<file path="src/rtl/bmh_pkg.sv">
// Shared types and codes of the binary min-heap priority queue.
package bmh_pkg;

  localparam int PRI_W = 16;
  localparam int PAY_W = 32;
  localparam int ENT_W = PRI_W + PAY_W;

  // Operation codes carried on the input side band
  localparam logic OP_PUSH = 1'b0;
  localparam logic OP_POP  = 1'b1;

  // Result status codes
  localparam logic [1:0] ST_OK    = 2'd0;
  localparam logic [1:0] ST_EMPTY = 2'd1;
  localparam logic [1:0] ST_FULL  = 2'd2;

  typedef struct packed {
    logic [PAY_W-1:0] pay;
    logic [PRI_W-1:0] pri;
  } entry_t;

  typedef enum logic [3:0] {
    S_IDLE,
    S_PU_RD,
    S_PU_CMP,
    S_PO_LAST,
    S_PO_ENT,
    S_SD_RDL,
    S_SD_RDR,
    S_SD_CMPR,
    S_FIN
  } state_t;

endpackage

</file>
<file path="src/rtl/binary_min_heap_priority_queue.sv">
// Top level of the binary min-heap priority queue: sequencer, comparator and heap RAM.
//
// Usage:
//   The slave channel takes one request per transfer. s_tuser carries the operation
//   (push or pop); s_tdata carries the priority and the payload of a push.
//   The master channel returns exactly one result per request: the status
//   goes out on m_tuser (ok, pop on empty, push on full), m_tdata carries the
//   popped payload and priority (zero on a push or a failed request) and the
//   number of entries held after the operation.
//   One request is worked at a time; s_tready is high only while the sequencer
//   is idle. A push rises level by level, reading the parent and then comparing;
//   a pop takes the last entry as the sinking entry at the root and sinks it
//   level by level, reading the left and the right child and then comparing;
//   a rejected request goes straight to its result. The result shows
//   on the master side at the edge where s_tready returns. The heap RAM
//   returns its read data registered, so each level reads before it compares.
//   The result waits in an output register while the receiver stalls; the
//   sequencer holds its finished result until that register frees.
//   Reset empties the heap and drops any pending result; the RAM is not cleared.
module binary_min_heap_priority_queue
  import bmh_pkg::*;
#(
  parameter int  CAPACITY = 64,
  localparam int IW       = $clog2(CAPACITY + 1),  // slot index and count width
  localparam int M_W      = ((ENT_W + IW + 7) / 8) * 8
) (
  input  logic                  clk,
  input  logic                  rst,
  input  logic                  s_tvalid,
  output logic                  s_tready,
  input  logic [47:0]           s_tdata,   // priority_req[15:0], payload[47:16]
  input  logic                  s_tuser,   // op
  output logic                  m_tvalid,
  input  logic                  m_tready,
  output logic [M_W-1:0]        m_tdata,   // out_payload, out_priority, count, zero pad
  output logic [1:0]            m_tuser    // status
);

  localparam int AW  = $clog2(CAPACITY);      // RAM address width
  localparam logic [IW-1:0] CAP = IW'(CAPACITY);
  localparam logic [IW-1:0] ONE = IW'(1);

  state_t state, state_next;

  logic [IW-1:0] count;
  logic [IW-1:0] idx;
  entry_t        ent;      // entry being placed: pushed item or former last entry
  entry_t        cand;     // best of sinking entry and left child
  logic          take_left;
  logic [1:0]    r_status;
  entry_t        r_out;

  // Heap RAM ports
  logic          we;
  logic [AW-1:0] waddr;
  entry_t        wdata;
  logic [AW-1:0] raddr;
  entry_t        rd;

  // Shared comparator
  logic [PRI_W-1:0] cmp_x, cmp_y;
  logic             cmp_lt;

  // Child indices of the current slot
  logic [IW:0] jl, jr;
  logic        has_left, has_right;
  logic        out_free, accept;

  function automatic logic [AW-1:0] slot_addr(input logic [IW:0] slot);
    logic [IW:0] a;
    a = slot - (IW+1)'(1);
    return a[AW-1:0];
  endfunction

  assign jl        = {idx, 1'b0};
  assign jr        = {idx, 1'b1};
  assign has_left  = jl <= {1'b0, count};
  assign has_right = jr <= {1'b0, count};
  assign out_free  = !m_tvalid || m_tready;
  assign accept    = s_tvalid && s_tready;

  bmh_ram #(
    .WIDTH(ENT_W),
    .DEPTH(CAPACITY)
  ) u_ram (
    .clk  (clk),
    .we   (we),
    .waddr(waddr),
    .wdata(wdata),
    .raddr(raddr),
    .rdata(rd)
  );

  // Compare operands follow the step: parent versus pushed entry, then the left
  // child versus the sinking entry and the right child versus the better of the two.
  always_comb begin
    case (state)
      S_PU_CMP: begin
        cmp_x = ent.pri;
        cmp_y = rd.pri;
      end
      S_SD_RDR: begin
        cmp_x = rd.pri;
        cmp_y = ent.pri;
      end
      S_SD_CMPR: begin
        cmp_x = rd.pri;
        cmp_y = cand.pri;
      end
      default: begin
        cmp_x = rd.pri;
        cmp_y = ent.pri;
      end
    endcase
  end

  assign cmp_lt = cmp_x < cmp_y;

  // Next state
  always_comb begin
    state_next = state;
    case (state)
      S_IDLE: begin
        if (accept) begin
          if (s_tuser == OP_PUSH) begin
            state_next = (count == CAP) ? S_FIN : S_PU_RD;
          end else begin
            state_next = (count == '0) ? S_FIN : S_PO_LAST;
          end
        end
      end
      S_PU_RD:   state_next = (idx == ONE) ? S_FIN : S_PU_CMP;
      S_PU_CMP:  state_next = cmp_lt ? S_PU_RD : S_FIN;
      S_PO_LAST: state_next = S_PO_ENT;
      S_PO_ENT:  state_next = (count == '0) ? S_FIN : S_SD_RDL;
      S_SD_RDL:  state_next = has_left ? S_SD_RDR : S_FIN;
      S_SD_RDR: begin
        if (has_right) begin
          state_next = S_SD_CMPR;
        end else begin
          state_next = cmp_lt ? S_SD_RDL : S_FIN;
        end
      end
      S_SD_CMPR: state_next = (cmp_lt || take_left) ? S_SD_RDL : S_FIN;
      S_FIN:     state_next = out_free ? S_IDLE : S_FIN;
      default:   state_next = S_IDLE;
    endcase
  end

  // RAM controls and handshake
  always_comb begin
    s_tready = (state == S_IDLE);
    we       = 1'b0;
    waddr    = slot_addr({1'b0, idx});
    wdata    = ent;
    raddr    = slot_addr((IW+1)'(1));   // root, read ahead while idle
    case (state)
      S_PU_RD: begin
        we    = (idx == ONE);
        raddr = slot_addr({2'b00, idx[IW-1:1]});
      end
      S_PU_CMP: begin
        we    = 1'b1;
        wdata = cmp_lt ? rd : ent;
      end
      S_PO_LAST: begin
        raddr = slot_addr({1'b0, count});
      end
      S_SD_RDL: begin
        we    = !has_left;
        raddr = slot_addr(jl);
      end
      S_SD_RDR: begin
        raddr = slot_addr(jr);
        we    = !has_right;
        wdata = cmp_lt ? rd : ent;
      end
      S_SD_CMPR: begin
        we = 1'b1;
        if (cmp_lt) begin
          wdata = rd;
        end else if (take_left) begin
          wdata = cand;
        end else begin
          wdata = ent;
        end
      end
      default: begin
        we = 1'b0;
      end
    endcase
  end

  // Control registers
  always_ff @(posedge clk) begin
    if (rst) begin
      state    <= S_IDLE;
      count    <= '0;
      m_tvalid <= 1'b0;
    end else begin
      state <= state_next;
      if (state == S_IDLE && accept && s_tuser == OP_PUSH && count != CAP) begin
        count <= count + ONE;
      end
      if (state == S_PO_LAST) begin
        count <= count - ONE;
      end
      if (state == S_FIN && out_free) begin
        m_tvalid <= 1'b1;
      end else if (m_tready) begin
        m_tvalid <= 1'b0;
      end
    end
  end

  // Datapath registers
  always_ff @(posedge clk) begin
    case (state)
      S_IDLE: begin
        ent.pri   <= s_tdata[PRI_W-1:0];
        ent.pay   <= s_tdata[ENT_W-1:PRI_W];
        idx       <= count + ONE;
        r_out     <= '0;
        if (s_tuser == OP_PUSH) begin
          r_status <= (count == CAP) ? ST_FULL : ST_OK;
        end else begin
          r_status <= (count == '0) ? ST_EMPTY : ST_OK;
        end
      end
      S_PU_CMP: begin
        if (cmp_lt) begin
          idx <= {1'b0, idx[IW-1:1]};
        end
      end
      S_PO_LAST: begin
        r_out <= rd;
      end
      S_PO_ENT: begin
        ent <= rd;
        idx <= ONE;
      end
      S_SD_RDR: begin
        cand      <= cmp_lt ? rd : ent;
        take_left <= cmp_lt;
        if (!has_right && cmp_lt) begin
          idx <= jl[IW-1:0];
        end
      end
      S_SD_CMPR: begin
        if (cmp_lt) begin
          idx <= jr[IW-1:0];
        end else if (take_left) begin
          idx <= jl[IW-1:0];
        end
      end
      S_FIN: begin
        if (out_free) begin
          m_tuser <= r_status;
          m_tdata <= M_W'({count, r_out.pri, r_out.pay});
        end
      end
      default: begin
        idx <= idx;
      end
    endcase
  end

endmodule

</file>
<file path="src/rtl/bmh_ram.sv">
// Generic single-write, single-read RAM with registered read data.
module bmh_ram #(
  parameter int WIDTH = 48,
  parameter int DEPTH = 64
) (
  input  logic                     clk,
  input  logic                     we,
  input  logic [$clog2(DEPTH)-1:0] waddr,
  input  logic [WIDTH-1:0]         wdata,
  input  logic [$clog2(DEPTH)-1:0] raddr,
  output logic [WIDTH-1:0]         rdata
);

  logic [WIDTH-1:0] mem [DEPTH];

  always_ff @(posedge clk) begin
    if (we) begin
      mem[waddr] <= wdata;
    end
    rdata <= mem[raddr];
  end

endmodule

</file>
<file path="config.mk">
export PLATFORM = sky130hd
export DESIGN_NAME = binary_min_heap_priority_queue
export DESIGN_NICKNAME = d
export VERILOG_FILES = /design/src/rtl/bmh_pkg.sv /design/src/rtl/binary_min_heap_priority_queue.sv /design/src/rtl/bmh_ram.sv
export SDC_FILE = /design/constraint.sdc
export NUM_CORES = 2
export LEC_CHECK = 0
export BUFFER_PORTS_ARGS = -buffer_cell sky130_fd_sc_hd__buf_2
export CAP_MARGIN = 20
export CORE_MARGIN = 10
export CORE_UTILIZATION = 29
export DETAILED_ROUTE_END_ITERATION = 8
export PLACE_DENSITY = 0.39
export SYNTH_ARGS = -nofsm -noshare
export SYNTH_HDL_FRONTEND = slang
export SYNTH_SLANG_ARGS = --single-unit
</file>
<file path="constraint.sdc">
create_clock -name clk -period 9.4 [get_ports clk]
set_input_delay 1.88 -clock clk [delete_from_list [all_inputs] [get_ports clk]]
set_output_delay 1.88 -clock clk [all_outputs]
set_load 0.01 [all_outputs]
</file>
Yosys cells after proc, flatten, opt, wreduce, memory -nomap -nowiden
Memory sizes are Yosys's and may differ from the RTL's. A register that Yosys moved wholly into a read port is not among the register bits.
Index checks and enable logic that the tools add are counted.
{"block": "classes", "n_addsub": 7, "n_mul": 0, "div": 0, "n_lt_le_gt_ge": 3, "n_eq_ne": 15, "shift": 0, "muxes": 37, "bitwise_logic": 1, "n_reduce_logical": 22}
{"operator": "48-bit one-hot mux with 2 select lines", "count": 3}
{"operator": "48-bit two-way mux", "count": 3}
{"operator": "4-bit two-way mux", "count": 12}
{"operator": "7-bit two-way mux", "count": 6}
{"operator": "4-bit one-hot mux with 9 select lines", "count": 1}
{"operator": "7-bit one-hot mux with 5 select lines", "count": 1}
{"operator": "16-bit one-hot mux with 2 select lines", "count": 1}
{"operator": "6-bit by 1-bit subtractor with 6-bit output, second input constant", "count": 5}
{"operator": "6-bit one-hot mux with 4 select lines", "count": 1}
{"operator": "4-bit by 3-bit == test with 1-bit output, second input constant", "count": 4}
{"operator": "8-bit by 7-bit less-or-equal comparator with 1-bit output", "count": 2}
{"operator": "16-bit less-than comparator", "count": 1}
{"operator": "16-bit two-way mux", "count": 1}
{"operator": "4-bit by 2-bit == test with 1-bit output, second input constant", "count": 2}
{"operator": "2-bit nonzero test", "count": 4}
{"operator": "7-bit by 1-bit adder with 7-bit output, second input constant", "count": 1}
{"operator": "7-bit by 1-bit == test with 1-bit output, second input constant", "count": 1}
{"operator": "7-bit == test, second input constant", "count": 1}
{"operator": "7-bit logical NOT", "count": 1}
{"operator": "7-bit != test, second input constant", "count": 1}
{"operator": "7-bit by 1-bit subtractor with 7-bit output, second input constant", "count": 1}
{"operator": "1-bit logical AND", "count": 6}
{"operator": "1-bit two-way mux", "count": 5}
{"operator": "5-bit nonzero test", "count": 1}
{"operator": "other kinds (14)", "count": 20}
{"block": "word_totals", "reg_bits": 223, "latchBits": 0, "ram_bits": 3072, "romBits": 0, "input_bits": 53, "word_cells": 100, "memories": 1}
{"memory": "u_ram.mem", "words": 64, "word_bits": 48, "read_ports": 1, "rd_clocked_by_memory_dff": 1, "wr": 1, "line_no": "bmh_ram.sv:14", "rtl": "logic [WIDTH-1:0] mem [DEPTH];"}

Logic depth before layout (Yosys ltp)
{"block": "depth", "ltp_word": 7, "depth_mapped": 19, "ltp_nobuf": 13}

Hierarchy
A second synthesis with hierarchy kept.
{"block": "unflattened", "cells_unflattened": 6032, "area_unflattened_um2": 128599.6}
{"module": "bmh_ram", "n_inst": 1, "cells_per_inst": 4970, "area_each_um2": 117117.3, "seq_area_each_um2": 93209.4}
{"module": "binary_min_heap_priority_queue", "n_inst": 1, "cells_per_inst": 1062, "area_each_um2": 11482.3, "seq_area_each_um2": 6576.3}

Worst setup path before layout
Ideal clock, no wire load.
{"block": "synth_path", "kind": "register to register", "startpoint": "reg state[0]", "endpoint": "mem u_ram.mem[0][17] (data pin)", "setup_time_ns": 0.753, "t_arrival_ns": 6.195, "t_required_ns": 8.647, "setup_slack_ns": 2.453, "stages_incl_launch_ff": 19, "n_path_buf": 6, "synth_period_minus_slack_ns": 6.947, "cell_sequence": "dfxtp_1 -> buf_4 -> clkbuf_1 -> or3_1 -> clkbuf_1 -> clkbuf_1 -> o22ai_1 -> a21oi_1 -> ha_1 -> a21o_1 -> a21o_1 -> a21oi_1 -> nor2_1 -> a211oi_1 -> nand2_1 -> a22o_1 -> buf_4 -> buf_6 -> a222oi_1"}
{"block": "synth_via", "elab_chain_cells": 5, "elab_cells_between_ends": 10, "classes_between": "order compare (1); eq/ne (3); mux (5); reduce/logical (1)"}
{"item": "start: declaration", "line_no": "binary_min_heap_priority_queue.sv:43", "rtl": "state_t state, state_next;"}
{"item": "start signal: assignment", "line_no": "binary_min_heap_priority_queue.sv:201", "rtl": "state <= state_next;"}
{"item": "4-bit by 3-bit == test with 1-bit output or 4-bit by 2-bit == test with 1-bit output (tied branches)", "line_no": "binary_min_heap_priority_queue.sv:97, binary_min_heap_priority_queue.sv:157"}
{"item": "16-bit one-hot mux with 2 select lines or 16-bit two-way mux (tied branches)", "line_no": "binary_min_heap_priority_queue.sv:97", "rtl": "case (state)"}
{"item": "16-bit less-than comparator", "line_no": "binary_min_heap_priority_queue.sv:117", "rtl": "assign cmp_lt = cmp_x < cmp_y;"}
{"item": "48-bit two-way mux (on tied branches)", "line_no": "binary_min_heap_priority_queue.sv:180, binary_min_heap_priority_queue.sv:164, binary_min_heap_priority_queue.sv:176"}
{"item": "48-bit one-hot mux with 2 select lines *", "line_no": "binary_min_heap_priority_queue.sv:157", "rtl": "case (state)"}
{"item": "net u_ram.wdata[17]", "line_no": "bmh_ram.sv:9", "rtl": "input logic [WIDTH-1:0] wdata,"}
{"item": "end: declaration", "line_no": "bmh_ram.sv:14"}
The timed path passes the listed nets; every way through them passes the cells marked *.

Worst setup path in the final report
{"block": "layout_path", "startpoint": "reg state[1]", "endpoint": "mem u_ram.mem[2][28] (data pin)"}
Same word-level chain as after synthesis.

==> reports/results.tsv <==
stage	metric	value	unit
route	Max Used Layer	met5	
logic_synthesis	Mean Syn Cell Area	21.1	µm²
worst_setup_path	endpoint class of the critical path	flip-flop	
logic_synthesis	synthesized netlist cell count	6085	
worst_setup_path	crit-path max FO	64	
floorplanning	io pins	113	
floorplanning	full die area	470000	µm²
place	PortBufs	111	
worst_setup_path	CP Class	flip-flop to flip-flop	
logic_synthesis	synthesized area	128000	µm²
route	routed vias	66944	
clock_network	Clock Latency Late Sink	980	ps
clock_network	Root Driver	clkbuf_16	
worst_setup_path	r2r setup slk	2420	ps
logic_synthesis	YS warnings	0	
place	RePlAce Congestion	0.791	
place	HPWL after DPL	253000	µm
route	routed len/inst	37.3	µm
grt	global route overflow	0	
sta	Hold Vio Cnt, Final	0	
finish	Nets	6555	
power_and_ir_drop	Comb pwr share	27.3	%
logic_synthesis	share of flip-flops with an asynchronous set or reset	0	%
route	routed wl met2	225000	µm
floorplanning	FP Rows	244	
grt	vias in the first global route	67370	
clock_network	Reg clk slew, reported paths	60	ps
power_and_ir_drop	Pint	32.8	mW
grt	initial antenna violation count	53	
power_and_ir_drop	switching share of power	32.2	%
power_and_ir_drop	Pwr Total	48.4	mW
logic_synthesis	Main synth FF type	edfxtp_1	
worst_setup_path	CP Data Arrival Time	7640	ps
route	post-DR vias/cell	5.27	
sta	fin crit period	6980	ps
route	Iter 0 DRT Violations	8623	
run	max cap viols	0	
power_and_ir_drop	Clock Power Share	30.3	%
sta	fin crit share	74.2	%
sta	fmax	143	MHz
sta	Final Skew	79.2	ps
floorplanning	Die Height	685	µm
finish	fin util	34.0	%
finish	Area growth syn-to-layout	16.8	%
power_and_ir_drop	PD cells	323	nW/µm²
grt	first-pass GRT wire length	627000	µm
power_and_ir_drop	NetSw	15.6	mW
worst_setup_path	critical path's slowest cell	dfxtp_1	
clock_network	H-tree Lvls	5	
logic_synthesis	Post-synth EDFFs	3283	
route	met3 WL	31000	µm
place	Cells after DPL	12003	
sta	Final Max Slew Viols	0	
power_and_ir_drop	Max rail drop VDD	0.000256	V
grt	largest net degree at the start of global routing	107	
route	WL final	473000	µm
worst_hold_path	Worst Hold Class	flip-flop to flip-flop	
worst_setup_path	critical path's most frequent cell	buf_4	
power_and_ir_drop	Leakage	47.0	nW
sta	final setup fails	0	
clock_network	Clock Path Buffers	4	
route	met1 wire length	205000	µm
sta	worst-margin pin slew	1160	ps
clock_network	Setup Buffers After CTS	0	
worst_setup_path	Setup crit start kind	flip-flop	
sta	unrepaired setup endpoints after global routing	false	
clock_network	post-CTS resize count	0	
clock_network	Clock Sinks	3343	
sta	Relative slew margins	22.7	%
logic_synthesis	flops & latches, synth	3343	
worst_setup_path	worst-path cell chain	nor4b_4, buf_4, nor2_1, buf_4, a21oi_1, ha_1, a21o_1, a21o_1, a21oi_1, nor2_1, a211oi_1, nand2_4, a22o_2, buf_4, a222oi_1, buf_4	
logic_synthesis	syn nets	6165	
finish	share of layout cells above drive strength 1	26.8	%
floorplanning	Die X	685	µm
sta	Final TNS setup	0	ps
floorplanning	core area	441000	µm²
floorplanning	initial core utilization	29.1	%
worst_setup_path	crit-path max cell delay	940	ps
finish	Non-Filler Instances	12696	
power_and_ir_drop	Sequential Power Share	42.4	%
clock_network	Hold Buf Count CTS	0	
clock_network	CTS tree	done	
route	Detail Route Antenna Nets	0	
grt	GRT Total Usage	19.5	%
run_status	outcome	completed	
clock_network	CTS buffer count	372	
worst_setup_path	critical path data required time	10060	ps
logic_synthesis	library cells used by synthesis	74	
route	first drt pass iteration count	8	
logic_synthesis	post-synthesis sequential area ratio	77.7	%
route	drt drc	0	
==> synthesized netlist by cell type, drive strengths merged, types with 2 or more instances <==
master / number / area (µm²)
nor3: 43 / 215
mux2: 50 / 563
nand4: 30 / 188
a32oi: 8 / 70.1
nor2: 154 / 586
o31ai: 3 / 41.3
or4: 2 / 15.0
nor2b: 6 / 40.0
a31oi: 6 / 37.5
a311oi: 2 / 23.8
a222oi: 49 / 490
and2: 7 / 43.8
nor3b: 3 / 22.5
a22o: 5 / 43.8
a221oi: 2 / 17.5
mux4: 767 / 17300
and4bb: 2 / 25.0
xnor2: 18 / 158
ha: 27 / 338
and3: 58 / 363
mux2i: 17 / 170
a21o: 8 / 60.1
o21ai: 74 / 382
and4b: 2 / 20.0
o21a: 3 / 22.5
o22ai: 18 / 119
buf: 278 / 1550
a211oi: 6 / 70.1
clkbuf: 67 / 251
nand2b: 8 / 57.6
a21oi: 34 / 174
dfxtp: 60 / 1200
nor4: 2 / 18.8
inv: 153 / 574
nand2: 326 / 1230
xor2: 3 / 26.3
a22oi: 264 / 1990
nand3: 197 / 986
and4: 23 / 201
edfxtp: 3283 / 98600
==> per-stage QoR <==
step	hold WS [ps]	area (µm²)	setup WS, ps
after floorplan	400	128000	2450
after global placement	405	137000	2690
after detailed placement	405	138000	2550
after CTS	418	150000	2490
after global routing	425	150000	2180
final	417	150000	2420
==> logic make-up (layout without fill, tap and decap cells) <==
kind of cell	count (synthesis)	count (layout)	synth area share, %
flops	3343	3343	77.7
simple gates	869	869	3.17
mux	834	834	14.0
buf+inv	499	1197	1.86
compound gates	491	491	2.82
fa+ha+maj	27	27	0.263
xor+xnor	21	21	0.143
other cells	1	10	0.00292
==> cell usage in the layout, fill, tap and decap left out, drive strengths merged, types with 9 or more instances in the layout <==
| cell type | instances |
|---|---|
| edfxtp | 3283 |
| mux4 | 767 |
| clkbuf | 505 |
| buf | 361 |
| nand2 | 326 |
| a22oi | 264 |
| nand3 | 197 |
| inv | 164 |
| nor2 | 154 |
| clkinv | 131 |
| o21ai | 74 |
| dfxtp | 60 |
| and3 | 58 |
| mux2 | 50 |
| a222oi | 49 |
| nor3 | 43 |
| a21oi | 34 |
| nand4 | 30 |
| bufinv | 30 |
| ha | 27 |
| and4 | 23 |
| xnor2 | 18 |
| o22ai | 18 |
| mux2i | 17 |
| diode | 9 |
==> flip-flops by register name (all words and copies together) (netlist names) <==
signal,count
m_tdata,55
idx,7
ent,48
u_ram.mem,3072
u_ram.rdata,48
m_tuser,2
count,7
cand,48
m_tvalid,1
r_out,48
take_left,1
r_status,2
state,4
==> layout make-up <==
| cell class | count | area [µm²] |
|---|---|---|
| Tap cell | 5904 | 7390 |
| Inverter | 154 | 578 |
| Multi-Input combinational cell | 2243 | 26900 |
| Clock inverter | 177 | 1970 |
| Antenna cell | 9 | 22.5 |
| Timing Repair Buffer | 361 | 3050 |
| Fill cell | 41621 | 292000 |
| Clock buffer | 505 | 10200 |
| Sequential cell | 3343 | 99800 |
==> worst paths after layout <==
| path | startpoint | to | cells past startpoint |
|---|---|---|---|
| worst max-delay path | state[1] | u_ram.mem[2][28] | 16 |
| worst max register to register | state[1] | u_ram.mem[2][28] | 16 |
| worst min register to register | r_out[25] | m_tdata[9] | 0 |
| worst min-delay path | r_out[25] | m_tdata[9] | 0 |
==> power groups by stage <==
stage                     Sequential [mW]  Clock, mW  Combinational [mW]
after CTS                            20.5       15.0                13.4
final                                20.5       14.6                13.2
after floorplan                      21.0          0                8.28
after global placement               20.8          0                13.2
after detailed placement             20.8          0                13.3
after global routing                 20.6       15.6                14.2
==> per-layer routing <==
metal / up-vias / global-route usage [%]
li1: 26141 / -
met3: 569 / 3.15
met5: - / 0
met2: 2649 / 31.8
met4: 4 / 4.75
met1: 37581 / 27.4
==> worst max-delay path, delay by kind of cell (launching register included) <==
kind,cells,cell delay (ps)
compound gates,7,2440
fa+ha+maj,1,270
buf+inv,4,1670
flops,1,940
simple gates,4,1120
Power figures use the tool's default switching activity.
